### src/hw/rtl/jlss_pkg.sv
// jlss_pkg: shared constants, select codes and the controller/datapath
// command and status structs of the junction lane service scheduler
// no dependencies
package jlss_pkg;

  // default sizing
  localparam int QUEUE_DEPTH_DEF = 16;
  localparam int ROAD_COUNT_DEF  = 4;

  // fixed shape of the junction
  localparam int LANES_PER_ROAD = 3;
  localparam int PRIO_LANE      = 1;
  localparam int ID_W           = 16;
  localparam int ROAD_W         = 2;
  localparam int LANE_W         = 2;
  localparam int THR_W          = 5;
  localparam int THR_RESET      = 5;
  localparam int APB_ADDR_W     = 3;
  localparam int APB_DATA_W     = 32;

  // register index of the threshold register
  localparam logic REG_THRESHOLD = 1'b0;

  // lane index select codes for the datapath read port
  localparam logic [1:0] SEL_ARR   = 2'd0;
  localparam logic [1:0] SEL_PRIO  = 2'd1;
  localparam logic [1:0] SEL_SCAN  = 2'd2;
  localparam logic [1:0] SEL_SERVE = 2'd3;

  typedef struct packed {
    logic [1:0] sel;
    logic       load;
    logic       arrive;
    logic       start_prio;
    logic       start_scan;
    logic       scan_step;
    logic       div_init;
    logic       div_step;
    logic       total_step;
    logic       green_adv;
    logic       lane_next;
    logic       lane_load;
    logic       pop_rd;
    logic       pop_emit;
    logic       empty_emit;
  } cmd_t;

  typedef struct packed {
    logic out_free;
    logic prio_hit;
    logic scan_last;
    logic div_last;
    logic lane_end;
    logic n_zero;
    logic fill_zero;
    logic k_zero;
    logic last_pop;
  } sts_t;

endpackage

### src/hw/rtl/jlss_ram.sv
// jlss_ram: generic simple dual port ram, one write and one registered read
// no dependencies
module jlss_ram #(
  parameter int WIDTH = 16,
  parameter int DEPTH = 192
) (
  input  logic                     clk,
  input  logic                     we,
  input  logic [$clog2(DEPTH)-1:0] waddr,
  input  logic [WIDTH-1:0]         wdata,
  input  logic [$clog2(DEPTH)-1:0] raddr,
  output logic [WIDTH-1:0]         rdata
);

  logic [WIDTH-1:0] mem [DEPTH];

  // write port and registered read port
  always_ff @(posedge clk) begin
    if (we) begin
      mem[waddr] <= wdata;
    end
    rdata <= mem[raddr];
  end

endmodule

### src/hw/rtl/jlss_ctrl.sv
// jlss_ctrl: sequencing state machine for arrivals and serves
// depends on jlss_pkg (cmd_t, sts_t, select codes)
module jlss_ctrl (
  input  logic           clk,
  input  logic           rst_n,
  input  logic           in_valid,
  input  logic           in_mode,
  output logic           in_ready,
  input  jlss_pkg::sts_t sts,
  output jlss_pkg::cmd_t cmd
);

  localparam logic [3:0] ST_IDLE   = 4'd0;
  localparam logic [3:0] ST_ARRIVE = 4'd1;
  localparam logic [3:0] ST_DECIDE = 4'd2;
  localparam logic [3:0] ST_SCAN   = 4'd3;
  localparam logic [3:0] ST_DIVI   = 4'd4;
  localparam logic [3:0] ST_DIV    = 4'd5;
  localparam logic [3:0] ST_TOTAL  = 4'd6;
  localparam logic [3:0] ST_LLOAD  = 4'd7;
  localparam logic [3:0] ST_POPRD  = 4'd8;
  localparam logic [3:0] ST_POPOUT = 4'd9;
  localparam logic [3:0] ST_EMPTY  = 4'd10;

  logic [3:0] state_r, state_nxt;

  always_ff @(posedge clk) begin
    if (!rst_n) begin
      state_r <= ST_IDLE;
    end else begin
      state_r <= state_nxt;
    end
  end

  assign in_ready = (state_r == ST_IDLE);

  // next state and commands
  always_comb begin
    state_nxt = state_r;
    cmd       = '0;
    cmd.sel   = jlss_pkg::SEL_SERVE;
    case (state_r)
      ST_IDLE: begin
        if (in_valid) begin
          cmd.load  = 1'b1;
          state_nxt = in_mode ? ST_DECIDE : ST_ARRIVE;
        end
      end
      ST_ARRIVE: begin
        cmd.sel = jlss_pkg::SEL_ARR;
        if (sts.out_free) begin
          cmd.arrive = 1'b1;
          state_nxt  = ST_IDLE;
        end
      end
      ST_DECIDE: begin
        cmd.sel = jlss_pkg::SEL_PRIO;
        if (sts.prio_hit) begin
          cmd.start_prio = 1'b1;
          state_nxt      = ST_POPRD;
        end else begin
          cmd.start_scan = 1'b1;
          state_nxt      = ST_SCAN;
        end
      end
      ST_SCAN: begin
        cmd.sel       = jlss_pkg::SEL_SCAN;
        cmd.scan_step = 1'b1;
        if (sts.scan_last) begin
          state_nxt = ST_DIVI;
        end
      end
      ST_DIVI: begin
        cmd.div_init = 1'b1;
        state_nxt    = ST_DIV;
      end
      ST_DIV: begin
        cmd.div_step = 1'b1;
        if (sts.div_last) begin
          state_nxt = ST_TOTAL;
        end
      end
      ST_TOTAL: begin
        cmd.total_step = 1'b1;
        if (sts.lane_end) begin
          cmd.green_adv = 1'b1;
          state_nxt     = ST_LLOAD;
        end
      end
      ST_LLOAD: begin
        if (sts.n_zero) begin
          state_nxt = ST_EMPTY;
        end else if (sts.fill_zero) begin
          cmd.lane_next = 1'b1;
        end else begin
          cmd.lane_load = 1'b1;
          state_nxt     = ST_POPRD;
        end
      end
      ST_POPRD: begin
        cmd.pop_rd = 1'b1;
        state_nxt  = ST_POPOUT;
      end
      ST_POPOUT: begin
        if (sts.out_free) begin
          cmd.pop_emit = 1'b1;
          if (sts.last_pop) begin
            state_nxt = ST_IDLE;
          end else if (sts.k_zero) begin
            cmd.lane_next = 1'b1;
            state_nxt     = ST_LLOAD;
          end else begin
            state_nxt = ST_POPRD;
          end
        end
      end
      ST_EMPTY: begin
        if (sts.out_free) begin
          cmd.empty_emit = 1'b1;
          state_nxt      = ST_IDLE;
        end
      end
      default: begin
        state_nxt = ST_IDLE;
      end
    endcase
  end

endmodule

### src/hw/rtl/jlss_dp.sv
// jlss_dp: lane queues, occupancy scan, average divider and result register
// depends on jlss_pkg and jlss_ram
module jlss_dp #(
  parameter int QUEUE_DEPTH = jlss_pkg::QUEUE_DEPTH_DEF,
  parameter int ROAD_COUNT  = jlss_pkg::ROAD_COUNT_DEF
) (
  input  logic                            clk,
  input  logic                            rst_n,
  input  jlss_pkg::cmd_t                  cmd,
  output jlss_pkg::sts_t                  sts,
  input  logic [jlss_pkg::THR_W-1:0]      thr,
  input  logic [jlss_pkg::ROAD_W-1:0]     in_road,
  input  logic [jlss_pkg::LANE_W-1:0]     in_lane,
  input  logic [jlss_pkg::ID_W-1:0]       in_vehicle_id,
  output logic                            out_valid,
  input  logic                            out_ready,
  output logic                            out_vehicle_valid,
  output logic [jlss_pkg::ID_W-1:0]       out_released_id,
  output logic [jlss_pkg::ROAD_W-1:0]     out_from_road,
  output logic [jlss_pkg::LANE_W-1:0]     out_from_lane,
  output logic                            out_priority_mode,
  output logic                            out_dropped,
  output logic [jlss_pkg::ROAD_W-1:0]     out_green_road,
  output logic                            out_last
);

  localparam int LANE_TOTAL = ROAD_COUNT * jlss_pkg::LANES_PER_ROAD;
  localparam int LIDX_W     = $clog2(LANE_TOTAL);
  localparam int FILL_W     = $clog2(QUEUE_DEPTH + 1);
  localparam int HEAD_W     = $clog2(QUEUE_DEPTH);
  localparam int SUM_W      = $clog2((LANE_TOTAL - 1) * QUEUE_DEPTH + 1);
  localparam int CNT_W      = $clog2(LANE_TOTAL);
  localparam int DSTEP_W    = $clog2(SUM_W);
  localparam int NTOT_W     = $clog2(jlss_pkg::LANES_PER_ROAD * QUEUE_DEPTH + 1);
  localparam int MEM_DEPTH  = LANE_TOTAL * QUEUE_DEPTH;
  localparam int ADDR_W     = $clog2(MEM_DEPTH);

  // per lane queue pointers
  logic [FILL_W-1:0] fill_r [LANE_TOTAL];
  logic [HEAD_W-1:0] head_r [LANE_TOTAL];

  // latched input item
  logic [jlss_pkg::ROAD_W-1:0] road_in_r;
  logic [jlss_pkg::LANE_W-1:0] lane_in_r;
  logic [jlss_pkg::ID_W-1:0]   id_in_r;

  // serve state
  logic [jlss_pkg::ROAD_W-1:0] green_r;
  logic [jlss_pkg::ROAD_W-1:0] road_r;
  logic [jlss_pkg::LANE_W-1:0] lane_r;
  logic                        prio_r;
  logic [LIDX_W-1:0]           scan_r;
  logic [SUM_W-1:0]            sum_r;
  logic [CNT_W-1:0]            cnt_r;
  logic [SUM_W-1:0]            quot_r;
  logic [CNT_W-1:0]            rem_r;
  logic [DSTEP_W-1:0]          dstep_r;
  logic [NTOT_W-1:0]           ntot_r;
  logic [NTOT_W-1:0]           rel_r;
  logic [FILL_W-1:0]           k_r;

  // popped id capture
  logic                        pop_rd_r;
  logic [jlss_pkg::ID_W-1:0]   pop_id_r;
  logic [jlss_pkg::ID_W-1:0]   pop_id;

  // result register
  logic                        ov_r;
  logic                        o_vv_r;
  logic [jlss_pkg::ID_W-1:0]   o_id_r;
  logic [jlss_pkg::ROAD_W-1:0] o_road_r;
  logic [jlss_pkg::LANE_W-1:0] o_lane_r;
  logic                        o_prio_r;
  logic                        o_drop_r;
  logic [jlss_pkg::ROAD_W-1:0] o_green_r;
  logic                        o_last_r;

  logic                   arr_ok_idx;
  logic [LIDX_W-1:0]      arr_idx;
  logic [LIDX_W-1:0]      serve_idx;
  logic [LIDX_W-1:0]      rd_idx;
  logic [FILL_W-1:0]      fill_sel;
  logic [HEAD_W-1:0]      head_sel;
  logic                   arr_ok;
  logic [FILL_W:0]        pos_sum;
  logic [HEAD_W-1:0]      pos;
  logic [HEAD_W-1:0]      head_inc;
  logic [ADDR_W-1:0]      waddr;
  logic [ADDR_W-1:0]      raddr;
  logic [jlss_pkg::ID_W-1:0] rdata;
  logic [FILL_W-1:0]      avg;
  logic [FILL_W-1:0]      kmin;
  logic [CNT_W:0]         rem_sh;
  logic                   q_bit;
  logic [jlss_pkg::ROAD_W-1:0] green_inc;
  logic [jlss_pkg::THR_W-1:0]  prio_cnt;

  // lane index decode
  assign arr_ok_idx = ({1'b0, road_in_r} < 3'(ROAD_COUNT)) &&
                      (lane_in_r < jlss_pkg::LANE_W'(jlss_pkg::LANES_PER_ROAD));
  assign arr_idx    = arr_ok_idx
                    ? LIDX_W'(road_in_r * jlss_pkg::LANES_PER_ROAD + lane_in_r)
                    : '0;
  assign serve_idx  = LIDX_W'(road_r * jlss_pkg::LANES_PER_ROAD + lane_r);

  always_comb begin
    case (cmd.sel)
      jlss_pkg::SEL_ARR:  rd_idx = arr_idx;
      jlss_pkg::SEL_PRIO: rd_idx = LIDX_W'(jlss_pkg::PRIO_LANE);
      jlss_pkg::SEL_SCAN: rd_idx = scan_r;
      default:            rd_idx = serve_idx;
    endcase
  end

  assign fill_sel = fill_r[rd_idx];
  assign head_sel = head_r[rd_idx];

  // arrival tail position
  assign arr_ok  = arr_ok_idx && (fill_sel < FILL_W'(QUEUE_DEPTH));
  assign pos_sum = {1'b0, FILL_W'(head_sel)} + {1'b0, fill_sel};
  assign pos     = (pos_sum >= (FILL_W + 1)'(QUEUE_DEPTH))
                 ? HEAD_W'(pos_sum - (FILL_W + 1)'(QUEUE_DEPTH))
                 : HEAD_W'(pos_sum);
  assign head_inc = (head_sel == HEAD_W'(QUEUE_DEPTH - 1)) ? '0 : head_sel + 1'b1;
  assign waddr    = ADDR_W'(rd_idx * QUEUE_DEPTH) + ADDR_W'(pos);
  assign raddr    = ADDR_W'(rd_idx * QUEUE_DEPTH) + ADDR_W'(head_sel);

  jlss_ram #(
    .WIDTH(jlss_pkg::ID_W),
    .DEPTH(MEM_DEPTH)
  ) u_store (
    .clk  (clk),
    .we   (cmd.arrive && arr_ok),
    .waddr(waddr),
    .wdata(id_in_r),
    .raddr(raddr),
    .rdata(rdata)
  );

  // ram data is good only right after the pop read, keep it while the output waits
  always_ff @(posedge clk) begin
    if (!rst_n) begin
      pop_rd_r <= 1'b0;
    end else begin
      pop_rd_r <= cmd.pop_rd;
    end
  end

  always_ff @(posedge clk) begin
    if (pop_rd_r) begin
      pop_id_r <= rdata;
    end
  end

  assign pop_id = pop_rd_r ? rdata : pop_id_r;

  // average, release count and divider step
  assign avg      = (cnt_r == '0) ? FILL_W'(1) : FILL_W'(quot_r);
  assign kmin     = (fill_sel < avg) ? fill_sel : avg;
  assign rem_sh   = {rem_r, quot_r[SUM_W-1]};
  assign q_bit    = (rem_sh >= {1'b0, cnt_r});
  assign green_inc = ({1'b0, green_r} == 3'(ROAD_COUNT - 1)) ? '0 : green_r + 1'b1;
  assign prio_cnt = jlss_pkg::THR_W'(fill_sel) - thr;

  // queue pointers
  always_ff @(posedge clk) begin
    if (!rst_n) begin
      for (int i = 0; i < LANE_TOTAL; i++) begin
        fill_r[i] <= '0;
        head_r[i] <= '0;
      end
    end else if (cmd.arrive && arr_ok) begin
      fill_r[rd_idx] <= fill_sel + 1'b1;
    end else if (cmd.pop_rd) begin
      fill_r[rd_idx] <= fill_sel - 1'b1;
      head_r[rd_idx] <= head_inc;
    end
  end

  // input latch
  always_ff @(posedge clk) begin
    if (cmd.load) begin
      road_in_r <= in_road;
      lane_in_r <= in_lane;
      id_in_r   <= in_vehicle_id;
    end
  end

  // green pointer
  always_ff @(posedge clk) begin
    if (!rst_n) begin
      green_r <= '0;
    end else if (cmd.start_prio || cmd.green_adv) begin
      green_r <= green_inc;
    end
  end

  // serve sequencing registers
  always_ff @(posedge clk) begin
    if (cmd.start_prio) begin
      prio_r <= 1'b1;
      road_r <= '0;
      lane_r <= jlss_pkg::LANE_W'(jlss_pkg::PRIO_LANE);
      k_r    <= FILL_W'(prio_cnt);
      ntot_r <= NTOT_W'(prio_cnt);
      rel_r  <= '0;
    end
    if (cmd.start_scan) begin
      prio_r <= 1'b0;
      road_r <= green_r;
      lane_r <= '0;
      scan_r <= '0;
      sum_r  <= '0;
      cnt_r  <= '0;
      ntot_r <= '0;
      rel_r  <= '0;
    end
    if (cmd.scan_step) begin
      scan_r <= scan_r + 1'b1;
      if ((scan_r != LIDX_W'(jlss_pkg::PRIO_LANE)) && (fill_sel != '0)) begin
        sum_r <= sum_r + SUM_W'(fill_sel);
        cnt_r <= cnt_r + 1'b1;
      end
    end
    if (cmd.div_init) begin
      quot_r  <= sum_r;
      rem_r   <= '0;
      dstep_r <= '0;
    end
    if (cmd.div_step) begin
      quot_r  <= {quot_r[SUM_W-2:0], q_bit};
      rem_r   <= q_bit ? CNT_W'(rem_sh - {1'b0, cnt_r}) : CNT_W'(rem_sh);
      dstep_r <= dstep_r + 1'b1;
    end
    if (cmd.total_step) begin
      ntot_r <= ntot_r + NTOT_W'(kmin);
      lane_r <= sts.lane_end ? '0 : lane_r + 1'b1;
    end
    if (cmd.lane_next) begin
      lane_r <= lane_r + 1'b1;
    end
    if (cmd.lane_load) begin
      k_r <= kmin;
    end
    if (cmd.pop_rd) begin
      k_r <= k_r - 1'b1;
    end
    if (cmd.pop_emit) begin
      rel_r <= rel_r + 1'b1;
    end
  end

  // result register
  always_ff @(posedge clk) begin
    if (!rst_n) begin
      ov_r <= 1'b0;
    end else if (cmd.arrive || cmd.pop_emit || cmd.empty_emit) begin
      ov_r <= 1'b1;
    end else if (out_ready) begin
      ov_r <= 1'b0;
    end
  end

  always_ff @(posedge clk) begin
    if (cmd.arrive || cmd.empty_emit) begin
      o_vv_r    <= 1'b0;
      o_id_r    <= '0;
      o_road_r  <= '0;
      o_lane_r  <= '0;
      o_prio_r  <= cmd.empty_emit && prio_r;
      o_drop_r  <= cmd.arrive && !arr_ok;
      o_green_r <= green_r;
      o_last_r  <= 1'b1;
    end else if (cmd.pop_emit) begin
      o_vv_r    <= 1'b1;
      o_id_r    <= pop_id;
      o_road_r  <= road_r;
      o_lane_r  <= lane_r;
      o_prio_r  <= prio_r;
      o_drop_r  <= 1'b0;
      o_green_r <= green_r;
      o_last_r  <= sts.last_pop;
    end
  end

  // status toward the controller
  always_comb begin
    sts.out_free  = !ov_r || out_ready;
    sts.prio_hit  = jlss_pkg::THR_W'(fill_sel) > thr;
    sts.scan_last = (scan_r == LIDX_W'(LANE_TOTAL - 1));
    sts.div_last  = (dstep_r == DSTEP_W'(SUM_W - 1));
    sts.lane_end  = (lane_r == jlss_pkg::LANE_W'(jlss_pkg::LANES_PER_ROAD - 1));
    sts.n_zero    = (ntot_r == '0);
    sts.fill_zero = (fill_sel == '0);
    sts.k_zero    = (k_r == '0);
    sts.last_pop  = ((rel_r + 1'b1) == ntot_r);
  end

  assign out_valid         = ov_r;
  assign out_vehicle_valid = o_vv_r;
  assign out_released_id   = o_id_r;
  assign out_from_road     = o_road_r;
  assign out_from_lane     = o_lane_r;
  assign out_priority_mode = o_prio_r;
  assign out_dropped       = o_drop_r;
  assign out_green_road    = o_green_r;
  assign out_last          = o_last_r;

endmodule

### src/hw/rtl/junction_lane_service_scheduler.sv
// arrival: latch on accept, then enqueue and result once the output is free
// serve, priority: decide, then a pop read and a result per released vehicle
// serve, normal: decide, occupancy scan over every lane, divider init and steps,
//   release total over the green road lanes, then lane loads and vehicle pops
// one item at a time; results wait in an output register
// reset (synchronous, rst_n low): lanes empty, road A green, threshold 5
module junction_lane_service_scheduler #(
  parameter int QUEUE_DEPTH = jlss_pkg::QUEUE_DEPTH_DEF,
  parameter int ROAD_COUNT  = jlss_pkg::ROAD_COUNT_DEF
) (
  input  logic                               clk,
  input  logic                               rst_n,
  input  logic                               in_valid,
  output logic                               in_ready,
  input  logic                               in_mode,
  input  logic [jlss_pkg::ROAD_W-1:0]        in_road,
  input  logic [jlss_pkg::LANE_W-1:0]        in_lane,
  input  logic [jlss_pkg::ID_W-1:0]          in_vehicle_id,
  output logic                               out_valid,
  input  logic                               out_ready,
  output logic                               out_vehicle_valid,
  output logic [jlss_pkg::ID_W-1:0]          out_released_id,
  output logic [jlss_pkg::ROAD_W-1:0]        out_from_road,
  output logic [jlss_pkg::LANE_W-1:0]        out_from_lane,
  output logic                               out_priority_mode,
  output logic                               out_dropped,
  output logic [jlss_pkg::ROAD_W-1:0]        out_green_road,
  output logic                               out_last,
  input  logic                               psel,
  input  logic                               penable,
  input  logic                               pwrite,
  input  logic [jlss_pkg::APB_ADDR_W-1:0]    paddr,
  input  logic [jlss_pkg::APB_DATA_W-1:0]    pwdata,
  output logic [jlss_pkg::APB_DATA_W-1:0]    prdata,
  output logic                               pready
);

  logic [jlss_pkg::THR_W-1:0] thr_r;
  jlss_pkg::cmd_t cmd;
  jlss_pkg::sts_t sts;

  // configuration register
  assign pready = 1'b1;

  always_ff @(posedge clk) begin
    if (!rst_n) begin
      thr_r <= jlss_pkg::THR_W'(jlss_pkg::THR_RESET);
    end else if (psel && penable && pwrite && (paddr[2] == jlss_pkg::REG_THRESHOLD)) begin
      thr_r <= pwdata[jlss_pkg::THR_W-1:0];
    end
  end

  assign prdata = (paddr[2] == jlss_pkg::REG_THRESHOLD)
                ? jlss_pkg::APB_DATA_W'(thr_r) : '0;

  jlss_ctrl u_ctrl (
    .clk     (clk),
    .rst_n   (rst_n),
    .in_valid(in_valid),
    .in_mode (in_mode),
    .in_ready(in_ready),
    .sts     (sts),
    .cmd     (cmd)
  );

  jlss_dp #(
    .QUEUE_DEPTH(QUEUE_DEPTH),
    .ROAD_COUNT (ROAD_COUNT)
  ) u_dp (
    .clk              (clk),
    .rst_n            (rst_n),
    .cmd              (cmd),
    .sts              (sts),
    .thr              (thr_r),
    .in_road          (in_road),
    .in_lane          (in_lane),
    .in_vehicle_id    (in_vehicle_id),
    .out_valid        (out_valid),
    .out_ready        (out_ready),
    .out_vehicle_valid(out_vehicle_valid),
    .out_released_id  (out_released_id),
    .out_from_road    (out_from_road),
    .out_from_lane    (out_from_lane),
    .out_priority_mode(out_priority_mode),
    .out_dropped      (out_dropped),
    .out_green_road   (out_green_road),
    .out_last         (out_last)
  );

`ifndef SYNTHESIS
  // one item in flight: no accept right after an accept
  a_single_item: assert property (@(posedge clk) disable iff (!rst_n)
    in_valid && in_ready |=> !in_ready)
    else $error("input accepted twice in a row");

  // a refused arrival releases nothing and ends its item
  a_drop_shape: assert property (@(posedge clk) disable iff (!rst_n)
    out_valid && out_dropped |-> !out_vehicle_valid && out_last)
    else $error("drop result malformed");

  // priority releases come only from road A lane index 1 (PRIO_LANE)
  a_prio_lane: assert property (@(posedge clk) disable iff (!rst_n)
    out_valid && out_priority_mode && out_vehicle_valid |->
      out_from_road == '0 && out_from_lane == jlss_pkg::LANE_W'(jlss_pkg::PRIO_LANE))
    else $error("priority release from wrong lane");
`endif

endmodule

### config.mk
export PLATFORM = sky130hd
export DESIGN_NAME = junction_lane_service_scheduler
export DESIGN_NICKNAME = d
export VERILOG_FILES = /design/src/hw/rtl/jlss_pkg.sv /design/src/hw/rtl/jlss_ram.sv /design/src/hw/rtl/jlss_ctrl.sv /design/src/hw/rtl/jlss_dp.sv /design/src/hw/rtl/junction_lane_service_scheduler.sv
export SDC_FILE = /design/constraint.sdc
export NUM_CORES = 2
export LEC_CHECK = 0
export CORE_MARGIN = 3
export CORE_UTILIZATION = 45
export DETAILED_ROUTE_END_ITERATION = 6
export DONT_BUFFER_PORTS = 1
export PLACE_DENSITY_LB_ADDON = 0.2
export SETUP_SLACK_MARGIN = 0.3
export SYNTH_ARGS = -nofsm -noshare
export SYNTH_HDL_FRONTEND = slang
export SYNTH_HIERARCHICAL = 1
export SYNTH_SLANG_ARGS = --single-unit
### constraint.sdc
create_clock -name clk -period 6.65 [get_ports clk]
set_input_delay 0.3325 -clock clk [delete_from_list [all_inputs] [get_ports clk]]
set_output_delay 0.3325 -clock clk [all_outputs]
set_load 0.02 [all_outputs]
==> flow_metrics.tcl <==
set metrics [dict create \
    timing.fmax_mhz 160.7 \
    layout_min_cycle_time_ns 6.222 \
    worst_pin_slew_ns 1.564 \
    finalNetCount 6824 \
    synth_area_per_cell_um2 21.38 \
    postRouteAntennaNets 0 \
    gr-usage-all-layers_pct 22.20 \
    setup_viol 0 \
    arrival_ns 7.01 \
    cts.htree.levels 5 \
    yosysTopAreaCell "edfxtp_1" \
    drc 0 \
    dr.pass1.iters 7 \
    coreArea_mm2 0.2916 \
    cts_buffers 346 \
    place_area_mm2 0.1393 \
    yosys-top-cells-count "3280 x edfxtp_1, 897 x mux4_2, 295 x nor2_1, 219 x nand2_1, 135 x clkbuf_1" \
    synth_edf_count 3280 \
    async_reset_ff_share_pct 0 \
    final_max_slew_viol_count 86 \
    slew_headroom_pct -4.237 \
    yosysMostFrequentCell "edfxtp_1" \
    ios 124 \
    skew_ns 0.04253 \
    clkTransAtPathRegs_ns 0.07 \
    clock_path_buffers 4 \
    synthesis.area_mm2 0.1322 \
    synthCells 6183 \
    final_layout_size_suffix_gt1_share_pct 29.85 \
    die_width_um 548.0 \
    use_met2_pct 34.56 \
    syn_to_final_growth_pct 14.61 \
    hp-class "in -> reg" \
    pre_cts_ws_ns -0.1054 \
    critPathMaxFanout 92 \
    routed_wl_um 335300 \
    ys_ff_latch 3360 \
    rsz0062_at_grt "true" \
    antenna_found_initial 15 \
    ys_seq_area_share_pct 75.71 \
    fin_area_mm2 0.1515 \
    overflow 0 \
    yosys_warnings 6 \
    synthTopCellsByArea "edfxtp_1 74%, mux4_2 15%, dfxtp_1 1.2%, mux2i_1 0.95%, nor2_1 0.84%" \
    endpoint_kind "flip-flop" \
    drt_iter0_drc 7803 \
    first_global_vias 65120 \
    period_share_pct 93.56 \
    wl_per_cell_um 30.80 \
    critical_path.max_stage_delay_ns 0.69 \
    rows 198 \
    gp_congestion 0.8684 \
    fin_ws_ns 0.4285 \
    outcome "finished with violations" \
    clk_latency_ns 0.92 \
    crit_chain "fa_1 -> ha_1 -> fa_1 -> mux2_4 -> a32oi_4 -> inv_2 -> nor3_4 -> buf_6 -> buf_4 -> nand3_1 -> nand3_4 -> buf_12 -> buf_16 -> mux4_2 -> mux4_2 -> o211ai_1 -> nand3_2 -> and3_1" \
    die_area_mm2 0.3004 \
    cts-root-buf "clkbuf_16" \
    vias 65140 \
    synth_cell_types 90 \
    grt_first_pass_wirelength_um 483200 \
    final-hold-violation-count 0 \
    dpl.hpwl_um 198500 \
    grt_max_degree 193 \
    dieHeight_um 548.0 \
    cts_tree "yes" \
    initial_core_util_pct 45.34 \
    use_met1_pct 32.51 \
    top_usage_layer "met2" \
    met3_usage_pct 4.213 \
    maxCapViolations 0 \
    ys.flop_type "edfxtp_1" \
    required_ns 7.44 \
    io_buffers 0 \
    cpMaxStageDelayCell "o211ai_1" \
    start_kind "flip-flop" \
    cts.sinks 3360 \
    violations "max-slew violations" \
    yosysTopAreaCellShare_pct 74.50 \
    routed_via_density 5.984 \
    path_class "reg -> reg" \
]
-- kinds of logic (layout without fill, tap and decap cells) --
logic type      Yosys count  count (layout)  synth area share [%]
other cells               2              36              0.005680
xor+xnor                 34              34                0.2252
buf+inv                 420            1189                 1.659
flops                  3360            3360                 75.71
mux                    1089            1089                 16.80
simple gates            895             895                 3.202
fa+ha+maj                58              58                0.6057
compound gates          325             325                 1.794
-- through the flow --
stage	utilization, %	TNS, ns	hold WS (ns)	std cells
finish	51.97	0	0.07790	10890
global route	51.96	0	0.03475	10880
CTS	51.84	0	0.002109	10870
detailed placement	47.78	-0.8363	0.4314	10190
global placement	47.78	0	0.4314	10190
floorplan	-	0	0.4314	6209
-- cell usage in the layout, fill, tap and decap left out, drive strengths merged, types with 23 or more instances in the layout --
cell type / n
mux2: 66
a22oi: 51
nand3: 105
a21oi: 43
mux2i: 126
conb: 28
nor2b: 44
nand2b: 23
inv: 76
buf: 456
clkbuf: 421
nand2: 222
and2: 23
ha: 48
clkinv: 142
bufinv: 34
nor3: 67
nor2: 305
dlygate4sd3: 50
dfxtp: 80
mux4: 897
o21ai: 59
nand4: 26
a22o: 32
edfxtp: 3280
-- sequential cells by signal (all words and copies together), names as in the netlist, 4 cells and up --
signal	cells
u_dp/u_store/mem	3072
u_dp/cnt_r	4
u_dp/u_store/rdata	16
thr_r	5
u_dp/id_in_r	16
u_dp/out_released_id	16
u_dp/sum_r	8
u_dp/rem_r	4
u_dp/ntot_r	6
u_ctrl/state_r	4
u_dp/pop_id_r	16
u_dp/quot_r	8
u_dp/head_r	64
u_dp/scan_r	4
u_dp/rel_r	6
u_dp/k_r	5
u_dp/fill_r	80
-- area by class of cell --
class,count,area [µm²]
Antenna cell,8,20.02
Clock buffer,420,9165
Clock inverter,203,2024
Fill cell,22730,140100
Inverter,58,230.2
Multi-Input combinational cell,2429,30450
Sequential cell,3360,100100
Tap cell,3900,4880
Timing Repair Buffer,508,4664
-- per-layer routing --
| layer | vias up | part of all wire, % |
|---|---|---|
| li1 | 26760 | - |
| met1 | 35100 | 41 |
| met2 | 2812 | 47 |
| met3 | 468 | 8.4 |
| met4 | 4 | 2.8 |
| met5 | - | 0.088 |
-- worst max-delay path: cells and delay by family (launching register included) --
family,cells,cell delay [ns]
fa+ha+maj,3,1.15
compound gates,2,0.90
mux,3,1.27
flops,1,0.45
simple gates,5,1.05
buf+inv,5,0.99
-- worst paths after layout --
kind         cells past startpoint             start  slack [ns]                    end
max                             18    u_dp/road_r[0]        0.43  u_dp/u_store/rdata[2]
max reg2reg                     18    u_dp/road_r[0]        0.43  u_dp/u_store/rdata[2]
min reg2reg                      1  u_dp/pop_id_r[5]        0.48       u_dp/pop_id_r[5]
min                              1  in_vehicle_id[6]        0.08        u_dp/id_in_r[6]
-- timing repair --
item | 4_1_cts | 5_1_grt
resized for setup | 19 | 62
setup buffers | 0 | 9
setup endpoints to repair | 1352 | 2002
gates cloned | 1 | 2
pin swaps | 2 | 4
endpoints found under the hold margin | 161 | 0
hold buffers | 51 | 0
Power is left out: the tool's default activity adds up to more than one toggle a clock period on the data nets, which glitch-free logic cannot reach.
